==> config.mk <==
export PLATFORM = sky130hd
export DESIGN_NAME = i2c_register_master
export DESIGN_NICKNAME = d
export VERILOG_FILES = /design/src/sv/i2crm_pkg.sv /design/src/sv/i2crm_core.sv /design/src/sv/i2c_register_master.sv
export SDC_FILE = /design/constraint.sdc
export NUM_CORES = 1
export LEC_CHECK = 0
export ABC_AREA = 1
export BUFFER_PORTS_ARGS = -buffer_cell sky130_fd_sc_hd__buf_4
export CORE_MARGIN = 10
export CORE_UTILIZATION = 47
export DETAILED_ROUTE_END_ITERATION = 8
export HOLD_SLACK_MARGIN = 0.05
export MAX_ROUTING_LAYER = met4
export PLACE_DENSITY = 0.77
export SLEW_MARGIN = 5
export SYNTH_ARGS = -nofsm -noshare
export SYNTH_HDL_FRONTEND = slang
export SYNTH_SLANG_ARGS = --single-unit
==> constraint.sdc <==
create_clock -name i_clk -period 2.6 [get_ports i_clk]
set_input_delay 0.13 -clock i_clk [delete_from_list [all_inputs] [get_ports i_clk]]
set_output_delay 0.13 -clock i_clk [all_outputs]
set_load 0.02 [all_outputs]
==> src/sv/i2crm_pkg.sv <==
// Package for the register-access two-wire bus master.
// Holds the item and result types, phase codes, mode codes and constants.
// No dependencies.
package i2crm_pkg;

    // Acknowledge wait limit in high ticks
    localparam logic [7:0] ACK_TIMEOUT = 8'd250;
    localparam logic [6:0] ADDR_RESET  = 7'd42;
    localparam logic [3:0] BITS_PER_BYTE = 4'd8;

    // Command codes carried with each item
    typedef enum logic [1:0] {
        MODE_TICK  = 2'd0,
        MODE_WRITE = 2'd1,
        MODE_READ  = 2'd2,
        MODE_RSVD  = 2'd3
    } t_mode;

    // Bus sequencer phases
    typedef enum logic [3:0] {
        PH_IDLE    = 4'd0,
        PH_ST_FALL = 4'd1,
        PH_RS_LOW  = 4'd2,
        PH_RS_HIGH = 4'd3,
        PH_TX_LO   = 4'd4,
        PH_TX_HI   = 4'd5,
        PH_AK_LO   = 4'd6,
        PH_AK_HI   = 4'd7,
        PH_RX_LO   = 4'd8,
        PH_RX_HI   = 4'd9,
        PH_MA_LO   = 4'd10,
        PH_MA_HI   = 4'd11,
        PH_SP_A    = 4'd12,
        PH_SP_B    = 4'd13,
        PH_SP_C    = 4'd14
    } t_phase;

    // Byte sequence positions
    localparam logic [2:0] STEP_ADDR  = 3'd0;
    localparam logic [2:0] STEP_PTR   = 3'd1;
    localparam logic [2:0] STEP_MSB   = 3'd2;
    localparam logic [2:0] STEP_LSB   = 3'd3;
    localparam logic [2:0] STEP_RX2   = 3'd4;

    // One input item (one half-bit tick)
    typedef struct packed {
        t_mode       mode;
        logic [7:0]  reg_pointer;
        logic [15:0] write_word;
        logic        sda_sample;
    } t_item;

    // One result item
    typedef struct packed {
        logic        scl_level;
        logic        sda_drive;
        logic        busy_res;
        logic        done_res;
        logic        ack_error;
        logic [15:0] read_word;
    } t_result;

endpackage

==> src/sv/i2crm_core.sv <==
// Bus sequencer of the register-access master: phase state and next-state logic.
// Consumes one tick item per step and produces its result combinationally.
// Depends on i2crm_pkg.
module i2crm_core (
    input  logic              i_clk,
    input  logic              i_rst_n,
    input  logic              i_cfg_wr_en,
    input  logic [6:0]        i_cfg_wr_data,
    input  logic              i_step,
    input  i2crm_pkg::t_item  i_item,
    output i2crm_pkg::t_result o_result
);
    import i2crm_pkg::*;

    // Sequencer state
    logic [6:0]  r_dev_addr;
    t_phase      r_phase,     n_phase;
    logic [3:0]  r_bit_count, n_bit_count;
    logic [2:0]  r_byte_step, n_byte_step;
    logic [7:0]  r_shift,     n_shift;
    logic [15:0] r_read_hold, n_read_hold;
    logic [7:0]  r_ack_count, n_ack_count;
    logic        r_cmd_read,  n_cmd_read;
    logic [7:0]  r_cmd_ptr,   n_cmd_ptr;
    logic [15:0] r_cmd_word,  n_cmd_word;
    logic        r_error,     n_error;

    logic        scl_o, sda_o, busy_o, done_o;
    logic        do_after;
    logic [3:0]  bit_inc;

    // Byte to send at a given step of the sequence
    function automatic logic [7:0] f_load_byte(
        input logic [2:0]  step,
        input logic        rd,
        input logic [6:0]  addr,
        input logic [7:0]  ptr,
        input logic [15:0] word
    );
        logic [7:0] b;
        if (step == STEP_ADDR) begin
            b = {addr, 1'b0};
        end else if (step == STEP_PTR) begin
            b = ptr;
        end else if (rd) begin
            b = {addr, 1'b1};
        end else if (step == STEP_MSB) begin
            b = word[15:8];
        end else begin
            b = word[7:0];
        end
        return b;
    endfunction

    assign bit_inc = r_bit_count + 4'd1;

    // Next state and line levels for this tick
    always_comb begin
        n_phase     = r_phase;
        n_bit_count = r_bit_count;
        n_byte_step = r_byte_step;
        n_shift     = r_shift;
        n_read_hold = r_read_hold;
        n_ack_count = r_ack_count;
        n_cmd_read  = r_cmd_read;
        n_cmd_ptr   = r_cmd_ptr;
        n_cmd_word  = r_cmd_word;
        n_error     = r_error;
        scl_o       = 1'b1;
        sda_o       = 1'b1;
        busy_o      = 1'b1;
        done_o      = 1'b0;
        do_after    = 1'b0;

        case (r_phase)
            PH_ST_FALL: begin
                sda_o       = 1'b0;
                n_shift     = f_load_byte(r_byte_step, r_cmd_read, r_dev_addr,
                                          r_cmd_ptr, r_cmd_word);
                n_bit_count = 4'd0;
                n_phase     = PH_TX_LO;
            end
            PH_RS_LOW: begin
                scl_o   = 1'b0;
                n_phase = PH_RS_HIGH;
            end
            PH_RS_HIGH: begin
                n_phase = PH_ST_FALL;
            end
            PH_TX_LO: begin
                scl_o   = 1'b0;
                sda_o   = r_shift[7];
                n_phase = PH_TX_HI;
            end
            PH_TX_HI: begin
                sda_o       = r_shift[7];
                n_shift     = {r_shift[6:0], 1'b0};
                n_bit_count = bit_inc;
                n_phase     = (bit_inc >= BITS_PER_BYTE) ? PH_AK_LO : PH_TX_LO;
            end
            PH_AK_LO: begin
                scl_o       = 1'b0;
                n_ack_count = 8'd0;
                n_phase     = PH_AK_HI;
            end
            PH_AK_HI: begin
                if (!i_item.sda_sample) begin
                    do_after = 1'b1;
                end else if (r_ack_count >= ACK_TIMEOUT) begin
                    // only address and data acks of a write are checked
                    if (!r_cmd_read && r_byte_step != STEP_PTR) begin
                        n_error = 1'b1;
                        n_phase = PH_SP_A;
                    end else begin
                        do_after = 1'b1;
                    end
                end else begin
                    n_ack_count = r_ack_count + 8'd1;
                end
            end
            PH_RX_LO: begin
                scl_o   = 1'b0;
                n_phase = PH_RX_HI;
            end
            PH_RX_HI: begin
                n_shift     = {r_shift[6:0], i_item.sda_sample};
                n_bit_count = bit_inc;
                n_phase     = (bit_inc >= BITS_PER_BYTE) ? PH_MA_LO : PH_RX_LO;
            end
            PH_MA_LO: begin
                scl_o   = 1'b0;
                sda_o   = (r_byte_step != STEP_LSB);
                n_phase = PH_MA_HI;
            end
            PH_MA_HI: begin
                sda_o = (r_byte_step != STEP_LSB);
                if (r_byte_step == STEP_LSB) begin
                    // first byte read: store MSB, ACK, read the next
                    n_read_hold = {r_shift, r_read_hold[7:0]};
                    n_byte_step = STEP_RX2;
                    n_bit_count = 4'd0;
                    n_shift     = 8'd0;
                    n_phase     = PH_RX_LO;
                end else begin
                    n_read_hold = {r_read_hold[15:8], r_shift};
                    n_phase     = PH_SP_A;
                end
            end
            PH_SP_A: begin
                scl_o   = 1'b0;
                sda_o   = 1'b0;
                n_phase = PH_SP_B;
            end
            PH_SP_B: begin
                sda_o   = 1'b0;
                n_phase = PH_SP_C;
            end
            PH_SP_C: begin
                done_o  = 1'b1;
                n_phase = PH_IDLE;
            end
            default: begin
                // idle: take a new command
                n_phase = PH_IDLE;
                if (i_item.mode == MODE_WRITE || i_item.mode == MODE_READ) begin
                    n_cmd_read  = (i_item.mode == MODE_READ);
                    n_cmd_ptr   = i_item.reg_pointer;
                    n_cmd_word  = i_item.write_word;
                    n_error     = 1'b0;
                    n_byte_step = STEP_ADDR;
                    n_bit_count = 4'd0;
                    n_ack_count = 8'd0;
                    n_phase     = PH_ST_FALL;
                end else begin
                    busy_o = 1'b0;
                end
            end
        endcase

        // Continue after an acknowledged (or tolerated) byte
        if (do_after) begin
            if (r_cmd_read) begin
                if (r_byte_step == STEP_ADDR) begin
                    n_byte_step = STEP_PTR;
                    n_shift     = f_load_byte(STEP_PTR, r_cmd_read, r_dev_addr,
                                              r_cmd_ptr, r_cmd_word);
                    n_bit_count = 4'd0;
                    n_phase     = PH_TX_LO;
                end else if (r_byte_step == STEP_PTR) begin
                    n_byte_step = STEP_MSB;
                    n_phase     = PH_RS_LOW;
                end else begin
                    n_byte_step = STEP_LSB;
                    n_bit_count = 4'd0;
                    n_shift     = 8'd0;
                    n_phase     = PH_RX_LO;
                end
            end else if (r_byte_step >= STEP_LSB) begin
                n_phase = PH_SP_A;
            end else begin
                n_byte_step = r_byte_step + 3'd1;
                n_shift     = f_load_byte(r_byte_step + 3'd1, r_cmd_read, r_dev_addr,
                                          r_cmd_ptr, r_cmd_word);
                n_bit_count = 4'd0;
                n_phase     = PH_TX_LO;
            end
        end
    end

    // Result of this tick
    always_comb begin
        o_result.scl_level = scl_o;
        o_result.sda_drive = sda_o;
        o_result.busy_res  = busy_o;
        o_result.done_res  = done_o;
        o_result.ack_error = n_error;
        o_result.read_word = n_read_hold;
    end

    // Device address register
    always_ff @(posedge i_clk) begin
        if (!i_rst_n) begin
            r_dev_addr <= ADDR_RESET;
        end else if (i_cfg_wr_en) begin
            r_dev_addr <= i_cfg_wr_data;
        end
    end

    // State update, once per tick item
    always_ff @(posedge i_clk) begin
        if (!i_rst_n) begin
            r_phase     <= PH_IDLE;
            r_bit_count <= 4'd0;
            r_byte_step <= STEP_ADDR;
            r_shift     <= 8'd0;
            r_read_hold <= 16'd0;
            r_ack_count <= 8'd0;
            r_cmd_read  <= 1'b0;
            r_cmd_ptr   <= 8'd0;
            r_cmd_word  <= 16'd0;
            r_error     <= 1'b0;
        end else if (i_step) begin
            r_phase     <= n_phase;
            r_bit_count <= n_bit_count;
            r_byte_step <= n_byte_step;
            r_shift     <= n_shift;
            r_read_hold <= n_read_hold;
            r_ack_count <= n_ack_count;
            r_cmd_read  <= n_cmd_read;
            r_cmd_ptr   <= n_cmd_ptr;
            r_cmd_word  <= n_cmd_word;
            r_error     <= n_error;
        end
    end

endmodule

==> src/sv/i2c_register_master.sv <==
// Top level of the register-access two-wire bus master.
// Input item register, sequencer core and result register.
// Depends on i2crm_pkg and i2crm_core.
//
// Usage:
//   Each item on the slave stream is one half-bit tick of the bus. tuser
//   carries the command (tick, register write, register read); tdata the
//   register pointer, the write word and the sampled SDA level. For every
//   item exactly one result item leaves on the master stream with the SCL
//   and SDA levels to drive for that tick, busy/done/error flags and the
//   last word read. The target address is set through the write-enable
//   configuration port; the user must do so only while the bus is idle,
//   which the block itself does not enforce. An accepted item is held in
//   the input register and stepped through the sequencer into the result
//   register when that register is free or being emptied.
//   Throughput: one item per cycle while the receiver takes results; the
//   sequencer update is combinational logic between the two registers.
//   When the receiver stalls, the result register holds and the input
//   register fills; the slave side then deasserts tready until the result
//   is taken.
//   Reset (synchronous, active low) returns the bus to idle, the address
//   to 42 and empties both registers.
module i2c_register_master (
    input  logic        i_clk,
    input  logic        i_rst_n,
    input  logic        i_cfg_wr_en,
    input  logic [6:0]  i_cfg_wr_data,
    input  logic        s_axis_tvalid,
    output logic        s_axis_tready,
    // [7:0] reg_pointer, [23:8] write_word, [24] sda_sample, [31:25] zero
    input  logic [31:0] s_axis_tdata,
    // [1:0] mode
    input  logic [1:0]  s_axis_tuser,
    output logic        m_axis_tvalid,
    input  logic        m_axis_tready,
    // [0] scl_level, [1] sda_drive, [2] busy_res, [3] done_res,
    // [4] ack_error, [20:5] read_word, [23:21] zero
    output logic [23:0] m_axis_tdata
);
    import i2crm_pkg::*;

    logic    r_in_valid;
    t_item   r_in_item;
    logic    r_out_valid;
    t_result r_out_res;
    t_result core_res;
    logic    step;
    logic    in_take;

    // A held item advances when the result register is free or being emptied
    assign step          = r_in_valid && (!r_out_valid || m_axis_tready);
    assign s_axis_tready = !r_in_valid || step;
    assign in_take       = s_axis_tvalid && s_axis_tready;

    // Input item register
    always_ff @(posedge i_clk) begin
        if (!i_rst_n) begin
            r_in_valid <= 1'b0;
        end else if (in_take) begin
            r_in_valid <= 1'b1;
        end else if (step) begin
            r_in_valid <= 1'b0;
        end
    end

    always_ff @(posedge i_clk) begin
        if (in_take) begin
            r_in_item.mode        <= t_mode'(s_axis_tuser);
            r_in_item.reg_pointer <= s_axis_tdata[7:0];
            r_in_item.write_word  <= s_axis_tdata[23:8];
            r_in_item.sda_sample  <= s_axis_tdata[24];
        end
    end

    i2crm_core u_core (
        .i_clk         (i_clk),
        .i_rst_n       (i_rst_n),
        .i_cfg_wr_en   (i_cfg_wr_en),
        .i_cfg_wr_data (i_cfg_wr_data),
        .i_step        (step),
        .i_item        (r_in_item),
        .o_result      (core_res)
    );

    // Result register
    always_ff @(posedge i_clk) begin
        if (!i_rst_n) begin
            r_out_valid <= 1'b0;
        end else if (step) begin
            r_out_valid <= 1'b1;
        end else if (m_axis_tready) begin
            r_out_valid <= 1'b0;
        end
    end

    always_ff @(posedge i_clk) begin
        if (step) begin
            r_out_res <= core_res;
        end
    end

    assign m_axis_tvalid = r_out_valid;
    assign m_axis_tdata  = {3'b000, r_out_res.read_word, r_out_res.ack_error,
                            r_out_res.done_res, r_out_res.busy_res,
                            r_out_res.sda_drive, r_out_res.scl_level};

endmodule

## After elaboration in Yosys (flattened, before gate mapping)

Index checks and enable logic that the tools add are counted.

| cells by class | value |
|---|---|
| add/sub/neg operators | 3 |
| magnitude comparators | 3 |
| eq/ne operators | 28 |
| mux-type cells | 66 |
| bitwise operators | 2 |
| reductions and logical operators | 27 |

Operators by type and width:

| operator | number |
|---|---|
| 8-bit two-way mux | 16 |
| 4-bit two-way mux | 15 |
| 4-bit one-hot mux with 14 select lines | 1 |
| 16-bit two-way mux | 2 |
| 8-bit one-hot mux with 4 select lines | 1 |
| 4-bit == test, second input constant | 7 |
| 13-bit OR reduction | 2 |
| 8-bit one-hot mux with 3 select lines | 1 |
| 3-bit two-way mux | 7 |
| 1-bit two-way mux | 17 |
| 4-bit by 3-bit == test with 1-bit output, second input constant | 4 |
| 4-bit one-hot mux with 4 select lines | 1 |
| 14-bit OR reduction | 1 |
| 12-bit OR reduction | 1 |
| 10-bit OR reduction | 1 |
| 3-bit by 2-bit == test with 1-bit output, second input constant | 3 |
| 3-bit by 1-bit inequality test with 1-bit output, second input constant | 3 |
| 8-bit by 1-bit adder with 8-bit output, second input constant | 1 |
| 4-bit by 2-bit == test with 1-bit output, second input constant | 2 |
| 8-bit greater-or-equal comparator, second input constant | 1 |
| 3-bit by 1-bit == test with 1-bit output, second input constant | 2 |
| 3-bit logical NOT | 2 |
| 3-bit by 2-bit inequality test with 1-bit output, second input constant | 2 |
| 3-bit one-hot mux with 2 select lines | 1 |
| 23 further kinds | 35 |

| word-level totals | value |
|---|---|
| flip-flop bits (word level) | 126 |
| input port bits | 46 |
| logic and storage cells | 152 |

## Logic depth before layout (Yosys ltp)

Gate-level depths: netlist of the first run.

| logic depth | value |
|---|---|
| depth in word-level cells | 10 |
| mapped depth | 13 |
| mapped depth without buffers | 13 |

## Modules after synthesis

Synthesis of the first run repeated with hierarchy kept, for this count alone.

| second synthesis, totals | value |
|---|---|
| cells, all modules | 853 |
| area total of the unflattened synthesis | 6418.7 sq um |

By module, submodules not included:

| module | times used | cells an instance | area each (sq um) |
|---|---|---|---|
| i2crm_core | 1 | 788 | 4855.9 |
| i2c_register_master | 1 | 65 | 1562.7 |

## Least setup slack after synthesis of the first run

No wires, ideal clock.

| timing | value |
|---|---|
| path kind | register to register |
| from | register u_core.r_byte_step[0] |
| to | register u_core.r_shift[0] |
| setup time | 0.132 ns |
| arrival | 1.867 ns |
| required time | 2.468 ns |
| setup slack | 0.601 ns |
| cell stages (with the launch flop) | 13 |
| buffers on the path | 1 |
| clock period less this slack | 1.999 ns |
| cells stage by stage | dfxtp_1 -> ha_1 -> inv_1 -> ha_1 -> inv_1 -> nand2_1 -> buf_2 -> o21ai_0 -> nor2_1 -> nand2_1 -> o21ai_0 -> a21oi_1 -> a21oi_1 |

| between the ends | value |
|---|---|
| word-level cells in the longest chain between the ends | 10 |
| elaborated cells between the ends (all ways) | 29 |

RTL lines:

| item | line | text |
|---|---|---|
| start, declared | i2crm_core.sv:19 | `logic [2:0] r_byte_step, n_byte_step;` |
| start signal, assigned | i2crm_core.sv:245 | `r_byte_step <= n_byte_step;` |
| 3-bit by 2-bit == test with 1-bit output | i2crm_core.sv:47 | `end else if (step == STEP_MSB) begin` |
| 8-bit two-way mux | i2crm_core.sv:47 |  |
| 8-bit two-way mux | i2crm_core.sv:45 | `end else if (rd) begin` |
| 8-bit two-way mux | i2crm_core.sv:43 | `end else if (step == STEP_PTR) begin` |
| 8-bit two-way mux | i2crm_core.sv:41 | `if (step == STEP_ADDR) begin` |
| 8-bit one-hot mux with 4 select lines | i2crm_core.sv:75 | `case (r_phase)` |
| 8-bit two-way mux | i2crm_core.sv:189 | `end else if (r_byte_step == STEP_PTR) begin` |
| 8-bit two-way mux | i2crm_core.sv:183 | `if (r_byte_step == STEP_ADDR) begin` |
| 8-bit two-way mux | i2crm_core.sv:182 | `if (r_cmd_read) begin` |
| 8-bit two-way mux * | i2crm_core.sv:181 | `if (do_after) begin` |
| end signal, assigned | i2crm_core.sv:246 | `r_shift <= n_shift;` |
| end, declared | i2crm_core.sv:20 | `logic [7:0] r_shift, n_shift;` |

Mark *: on every way between the ends. The rest lies on a longest branch, timed or not.
A chain may end at the register's enable or synchronous reset.

## Final worst setup path of the first run

| timing | value |
|---|---|
| from | register u_core.r_byte_step[1] |
| to | register u_core.r_shift[0] |

The elaborated chain is that of the path after synthesis.

==> run summary, run 1 <==
Outcome - finished, final reports clean
Final nets - 1018
Headroom to the max-slew limit - 60.1%
Endpoints failing hold - 0
Final wirelength - 15900 microns
WL/cell - 13.9 microns
Dpl cells - 1074
Syn Area/Cell - 7.60 sq um
Worst hold slack - 0.0926 ns
Max-Cap Viols - 0
Remaining global-route overflow - 0
CTS sink count - 126
Total Power - 5.15 mW
Die Area - 18900 sq um
Deepest clock path buffer count - 2
RSZ-0062 raised after global routing - no
Sw power - 1.38 mW
Req. time, crit path - 2.91 ns
WS Path Type - flop to flop
Max FO, Critical Path - 14
Period minus WS final - 2.24 ns
Chip width - 138 microns
Pre-antenna DRT Iters - 5
TritonCTS clock tree - done
Post-synth top area share - 24.0%
CP Capture Type - flop
# rows - 42
Final Cycle Share - 86.3%
EDFF count, synth - 48
Post-synthesis sequential area ratio - 46.2%
Yosys top cell by area - dfxtp_1
Vert. Die Dim - 138 microns
Post-CTS setup buffers - 0
CP Launch Type - flop
Post-Synthesis Cells - 854
Core Box Area - 13400 sq um
Slew @ Worst Pin - 0.599 ns
Sum Neg Setup Slack - 0 ns
Yosys reg bits - 126
Area grow syn2layout - 24.5%
Clock power frac - 43.1%
Initial antenna violation count - 0
Layout cell share with drive strength beyond 1 - 15.5%
Final Setup Violations - 0
H-Tree Level Count - 4
Post-synth top cells - nand2_1, inv_1, nor2_1
Unique masters post-synth - 43
Worst path cell trace - ha_1 -> inv_1 -> ha_1 -> inv_1 -> nand2_1 -> o21ai_0 -> nor2_1 -> nand2_1 -> o21ai_0 -> a21oi_1 -> a21oi_1
Top FF cell, synth - dfxtp_1
Drt drc - 0
Starting Density - 48.5%
Via count - 5949
CTS buffer count - 17
RD Place Congestion - 0.905
Boundary Pins - 72
Final setup skew - 0.00736 ns
Root Driver - clkbuf_16
Cell area power density - 638 nW/um^2
Vias in the first global route - 5582
Total GRT Usage - 17.8%
First-pass GRT wire length - 26600 microns
Internal power - 3.78 mW
Type of the worst min-delay path - input port to flop
Initial DRC count - 588
Slowest CP cell - dfxtp_1
Skew-Pair Late Insertion Delay - 0.42 ns
# diodes - 0
Number of vias per cell - 5.17
Arr. time, crit path - 2.55 ns
F_max - 0.446 GHz
Sw Ratio - 26.8%
Clock transition at path regs - 0.06 ns
FFs w/ async S/R, synth - 0%
Slowest stage delay, CP - 0.34 ns
Slew Viols, Final - 0
Filler cells - 1192
Flop pwr share - 43.3%
Top post-synthesis cells by area - dfxtp_1, edfxtp_1, nand2_1
Worst VDD drop - 0.427 mV
I/O Buffers - 61
Cell Area, Synth - 6490 sq um
Final std cells w/o fill - 1150
Most common cell in the netlist - nand2_1
Pin count of the biggest net entering global routing - 56
Post-route ant nets - 0
Ys Warns - 0
Standby leakage power - 3.48 nW
Final HPWL DP - 10900 microns
Logic pwr share - 13.6%
-- final timing paths --
| path | from | end | slack (ns) | depth (start not counted) |
|---|---|---|---|---|
| max | u_core.r_byte_step[1]$_SDFFE_PN0P_ | u_core.r_shift[0]$_SDFFE_PN0P_ | 0.36 | 11 |
| min | i_rst_n | u_core.r_dev_addr[3]$_SDFFE_PN1P_ | 0.09 | 2 |
| max reg2reg | u_core.r_byte_step[1]$_SDFFE_PN0P_ | u_core.r_shift[0]$_SDFFE_PN0P_ | 0.36 | 11 |
| min reg2reg | u_core.r_cmd_word[6]$_SDFFE_PN0P_ | u_core.r_cmd_word[6]$_SDFFE_PN0P_ | 0.48 | 2 |
-- area by class of cell --
type                    count  area, sq um  area share [%]
repair buffers            119         1000            12.4
clock inverters            12          113            1.39
clock buffers              20          447            5.53
well taps                 176          220            2.72
inverters                 105          407            5.03
multi-input cells         592         2890            35.8
flip-flops and latches    126         3000            37.2
-- worst max-delay path, delay by kind of cell, from the launching register on --
family	cells	cell delay, ns
AND/OR/NAND/NOR	3	0.44
AO/OA/AOI/OAI	4	0.60
adder cells (fa/ha/maj)	2	0.52
flip-flops	1	0.34
buffers and inverters	2	0.23
-- per-stage QoR --
stage          setup WS, ns  cell area, sq um  utilization [%]
2_1_floorplan         0.601              6500                -
3_3_place_gp          0.492              7080             52.9
3_5_place_dp          0.380              7080             52.9
4_1_cts               0.370              8080             60.3
5_1_grt               0.105              8080             60.3
6_report              0.357              8080             60.3
-- logic make-up after synthesis --
group	share of synthesized area (%)
xor gates and xnor gates	0.674
buffers and inverters	9.36
other	0.0577
AOI/OAI and AO/OA	14.6
DFF	46.2
adders and majority gates	2.12
and+or+nand+nor	26.9
-- cells in the final DEF (no fill, tap or decap), types with 17 or more instances in the layout --
master / instances
nand2_1: 200
inv_1: 92
nor2_1: 86
a21oi_1: 81
o21ai_0: 81
dfxtp_1: 78
buf_4: 75
nand3_1: 69
edfxtp_1: 48
dlygate4sd3_1: 44
clkbuf_16: 17
-- power groups by stage --
stage,sequential [mW],combinational [mW],clock [mW]
after global routing,2.24,0.785,2.36
after floorplan,2.27,0.444,0
after detailed placement,2.27,0.633,0
final,2.23,0.702,2.22
after CTS,2.23,0.691,2.24
after global placement,2.27,0.622,0
-- registers in the layout (all words and copies together) (netlist names), 3 cells and up --
register,flops
u_core.r_ack_count,8
u_core.r_phase,4
u_core.r_read_hold,16
m_axis_tdata,21
r_in_item,27
u_core.r_cmd_ptr,8
u_core.r_dev_addr,7
u_core.r_shift,8
u_core.r_cmd_word,16
u_core.r_byte_step,3
u_core.r_bit_count,4
-- layer usage --
layer / part of all wire [%] / wire length (microns) / vias to the layer above / track usage (%)
met4: 1.9 / 299 / 0 / 7.38
li1: - / - / 2991 / -
met3: 6.9 / 1090 / 29 / 3.79
met5: 0 / 0 / - / -
met1: 44 / 7080 / 2715 / 22.1
met2: 47 / 7460 / 214 / 27.7
-- timing repair --
item                                   in CTS  in global routing
resized for setup                           0                  0
hold buffers                               44                  0
endpoints found under the hold margin      36                  0
Power figures use the tool's default switching activity.
==> run 2: changes to the inputs <==
--- a/config.mk
+++ b/config.mk
@@ -10,9 +10,11 @@
 export CORE_MARGIN = 10
 export CORE_UTILIZATION = 47
 export DETAILED_ROUTE_END_ITERATION = 8
+export GPL_TIMING_DRIVEN = 0
 export HOLD_SLACK_MARGIN = 0.05
 export MAX_ROUTING_LAYER = met4
 export PLACE_DENSITY = 0.77
+export REMOVE_ABC_BUFFERS = 1
 export SLEW_MARGIN = 5
 export SYNTH_ARGS = -nofsm -noshare
 export SYNTH_HDL_FRONTEND = slang
==> constraint.sdc (replaced) <==
create_clock -name i_clk -period 2.6 [get_ports i_clk]
set_input_delay 0.26 -clock i_clk [delete_from_list [all_inputs] [get_ports i_clk]]
set_output_delay 0.26 -clock i_clk [all_outputs]
set_load 0.02 [all_outputs]
==> run 2 against run 1 <==
  * Via count down 4.8%
  * Worst setup slack worse by 0.16 ns
  * Maximum frequency down 6.8%
  * Critical path depth unchanged
  * Final cell count down 2.6%
  * Critical path type unchanged
==> run summary, run 2 (synthesis results as in run 1) <==
RD Place Congestion - 0.936 (+3.3%)
Chip width - 138 microns (unchanged)
Reg with most FFs - r_in_item
Final Setup Violations - 0 (unchanged)
CTS sink count - 126 (unchanged)
Final setup skew - 0.0123 ns (+0.00491 ns)
Max FO, Critical Path - 14 (unchanged)
Outcome - finished, final reports clean
Vias in the first global route - 5174 (-7.3%)
H-Tree Level Count - 4 (unchanged)
Final std cells w/o fill - 1120 (-2.6%)
Arr. time, crit path - 2.68 ns (+0.13 ns)
Crit path buf inv count - 2 (unchanged)
First-pass GRT wire length - 24700 microns (-7.1%)
Max reg flops - 27 (unchanged)
Commonest non-fill, non-tap cell in the layout - nand2_1
Worst VDD drop - 0.530 mV (+24%)
Initial DRC count - 501 (-15%)
Area grow syn2layout - 21.6%
Skew-Pair Late Insertion Delay - 0.43 ns (about the same)
# diodes - 0 (unchanged)
Post-route ant nets - 0 (unchanged)
Post-CTS setup buffers - 0 (unchanged)
Initial antenna violation count - 0 (unchanged)
Final Cycle Share - 92.6% (+6.3 points)
Number of vias per cell - 5.06 (-2.2%)
WL/cell - 13.4 microns (-3.5%)
Boundary Pins - 72 (unchanged)
Remaining global-route overflow - 0 (unchanged)
Setup ws final - 0.193 ns (-0.165 ns)
Layout cell share with drive strength beyond 1 - 15.3% (-0.25 points)
Slew @ Worst Pin - 0.972 ns (+0.373 ns)
F_max - 0.415 GHz (-6.8%)
Max-Cap Viols - 0 (unchanged)
Setup WS pre-CTS - 0.0432 ns (-0.337 ns)
CP delay by family, top - adder cells
Vert. Die Dim - 138 microns (unchanged)
Standby leakage power - 3.39 nW (-2.4%)
Worst path cell trace - ha_1 -> inv_1 -> ha_1 -> inv_1 -> nand2_2 -> o21ai_0 -> nor2_1 -> nand2_1 -> o21ai_0 -> a21oi_1 -> a21oi_1
Clock transition at path regs - 0.06 ns (about the same)
Root Driver - clkbuf_16
CTS buffer count - 17 (unchanged)
TritonCTS clock tree - done
Slowest CP cell - dfxtp_1
Drt drc - 0 (unchanged)
Slew Viols, Final - 0 (unchanged)
Pin count of the biggest net entering global routing - 50 (-11%)
Deepest clock path buffer count - 2 (unchanged)
Total Power - 5.32 mW (+3.3%)
Sum Neg Setup Slack - 0 ns (unchanged)
Endpoints failing hold - 0 (unchanged)
Period minus WS final - 2.41 ns (+0.165 ns)
Worst hold slack - 0.0522 ns (-0.0404 ns)
Die Area - 18900 sq um (unchanged)
WS Path Type - flop to flop
I/O Buffers - 61 (unchanged)
Slowest stage delay, CP - 0.48 ns (+0.14 ns)
Req. time, crit path - 2.87 ns (-0.04 ns)
Cell area power density - 674 nW/um^2 (+5.7%)
Final nets - 988 (-2.9%)
CP Capture Type - flop
CP Launch Type - flop
Headroom to the max-slew limit - 35.2% (-25 points)
Dpl cells - 1061 (-1.2%)
Final wirelength - 15000 microns (-6.1%)
Core Box Area - 13400 sq um (unchanged)
# rows - 42 (unchanged)
Type of the worst min-delay path - input port to flop
Most frequent cells in the layout - nand2_1, inv_1, nor2_1, a21oi_1, o21ai_0
Via count - 5665 (-4.8%)
Final HPWL DP - 10000 microns (-7.6%)
Total GRT Usage - 16.7% (-1.1 points)
Starting Density - 48.5% (unchanged)
Pre-antenna DRT Iters - 7 (+2)
[run 2: cell types whose count changed in the layout (fill, tap and decap cells not counted), sizes merged]
cell	delta
clkinvlp	-2
dlygate4sd3	-17
bufinv	+1
inv	-2
buf	-13
clkbuf	+3
[run 2: metrics by stage]
stage	cell area, sq um	util, %
final	7900	58.9
after global routing	7900	58.9
after CTS	7880	58.8
after detailed placement	7000	52.2
after global placement	6980	52.1
after floorplan	6300	-
[run 2: what timing repair did]
item                                    4_1_cts  5_1_grt
endpoints found under the setup margin        0       29
resized for setup                             0        6
hold buffers                                 27        0
endpoints found under the hold margin        27        0
[run 2: layout make-up]
cell class,instances,area (sq um)
timing repair buffer,89,748
sequential,126,3000
inverter,105,407
fill,1191,5500
tap,176,220
clock inverter,9,105
clock buffer,23,509
multi-input combinational,592,2910
[run 2: path summary, 6_finish.rpt]
path                                      start                                end  slack (ns)  depth (start not counted)
min reg2reg   u_core.r_cmd_word[7]$_SDFFE_PN0P_  u_core.r_cmd_word[7]$_SDFFE_PN0P_        0.47                          2
max reg2reg  u_core.r_byte_step[1]$_SDFFE_PN0P_     u_core.r_shift[0]$_SDFFE_PN0P_        0.19                         11
min                            i_cfg_wr_data[5]  u_core.r_dev_addr[5]$_SDFFE_PN1P_        0.05                          3
max          u_core.r_byte_step[1]$_SDFFE_PN0P_     u_core.r_shift[0]$_SDFFE_PN0P_        0.19                         11
[run 2: worst reg2reg max path: stages (launching register included)]
cell	delay [ns]
dfxtp_1	0.48
ha_1	0.24
inv_1	0.05
ha_1	0.34
inv_1	0.21
nand2_2	0.22
o21ai_0	0.22
nor2_1	0.06
nand2_1	0.07
o21ai_0	0.13
a21oi_1	0.16
a21oi_1	0.07
[run 2: routing by layer]
layer  global-route usage (%)  up-vias  share of wire, %
met5                        -        -                 0
met4                     5.15        0               1.1
met3                     4.44       21               6.3
met2                     24.8      167                46
met1                     21.8     2545                47
li1                         -     2932                 -
[run 2: report_power, final]
group | internal, mW | total (mW) | leakage [nW] | switching, mW
sequential | 2.17 | 2.23 | 1.10 | 0.0632
combinational | 0.241 | 0.662 | 2.00 | 0.422
clock | 1.56 | 2.43 | 0.294 | 0.867
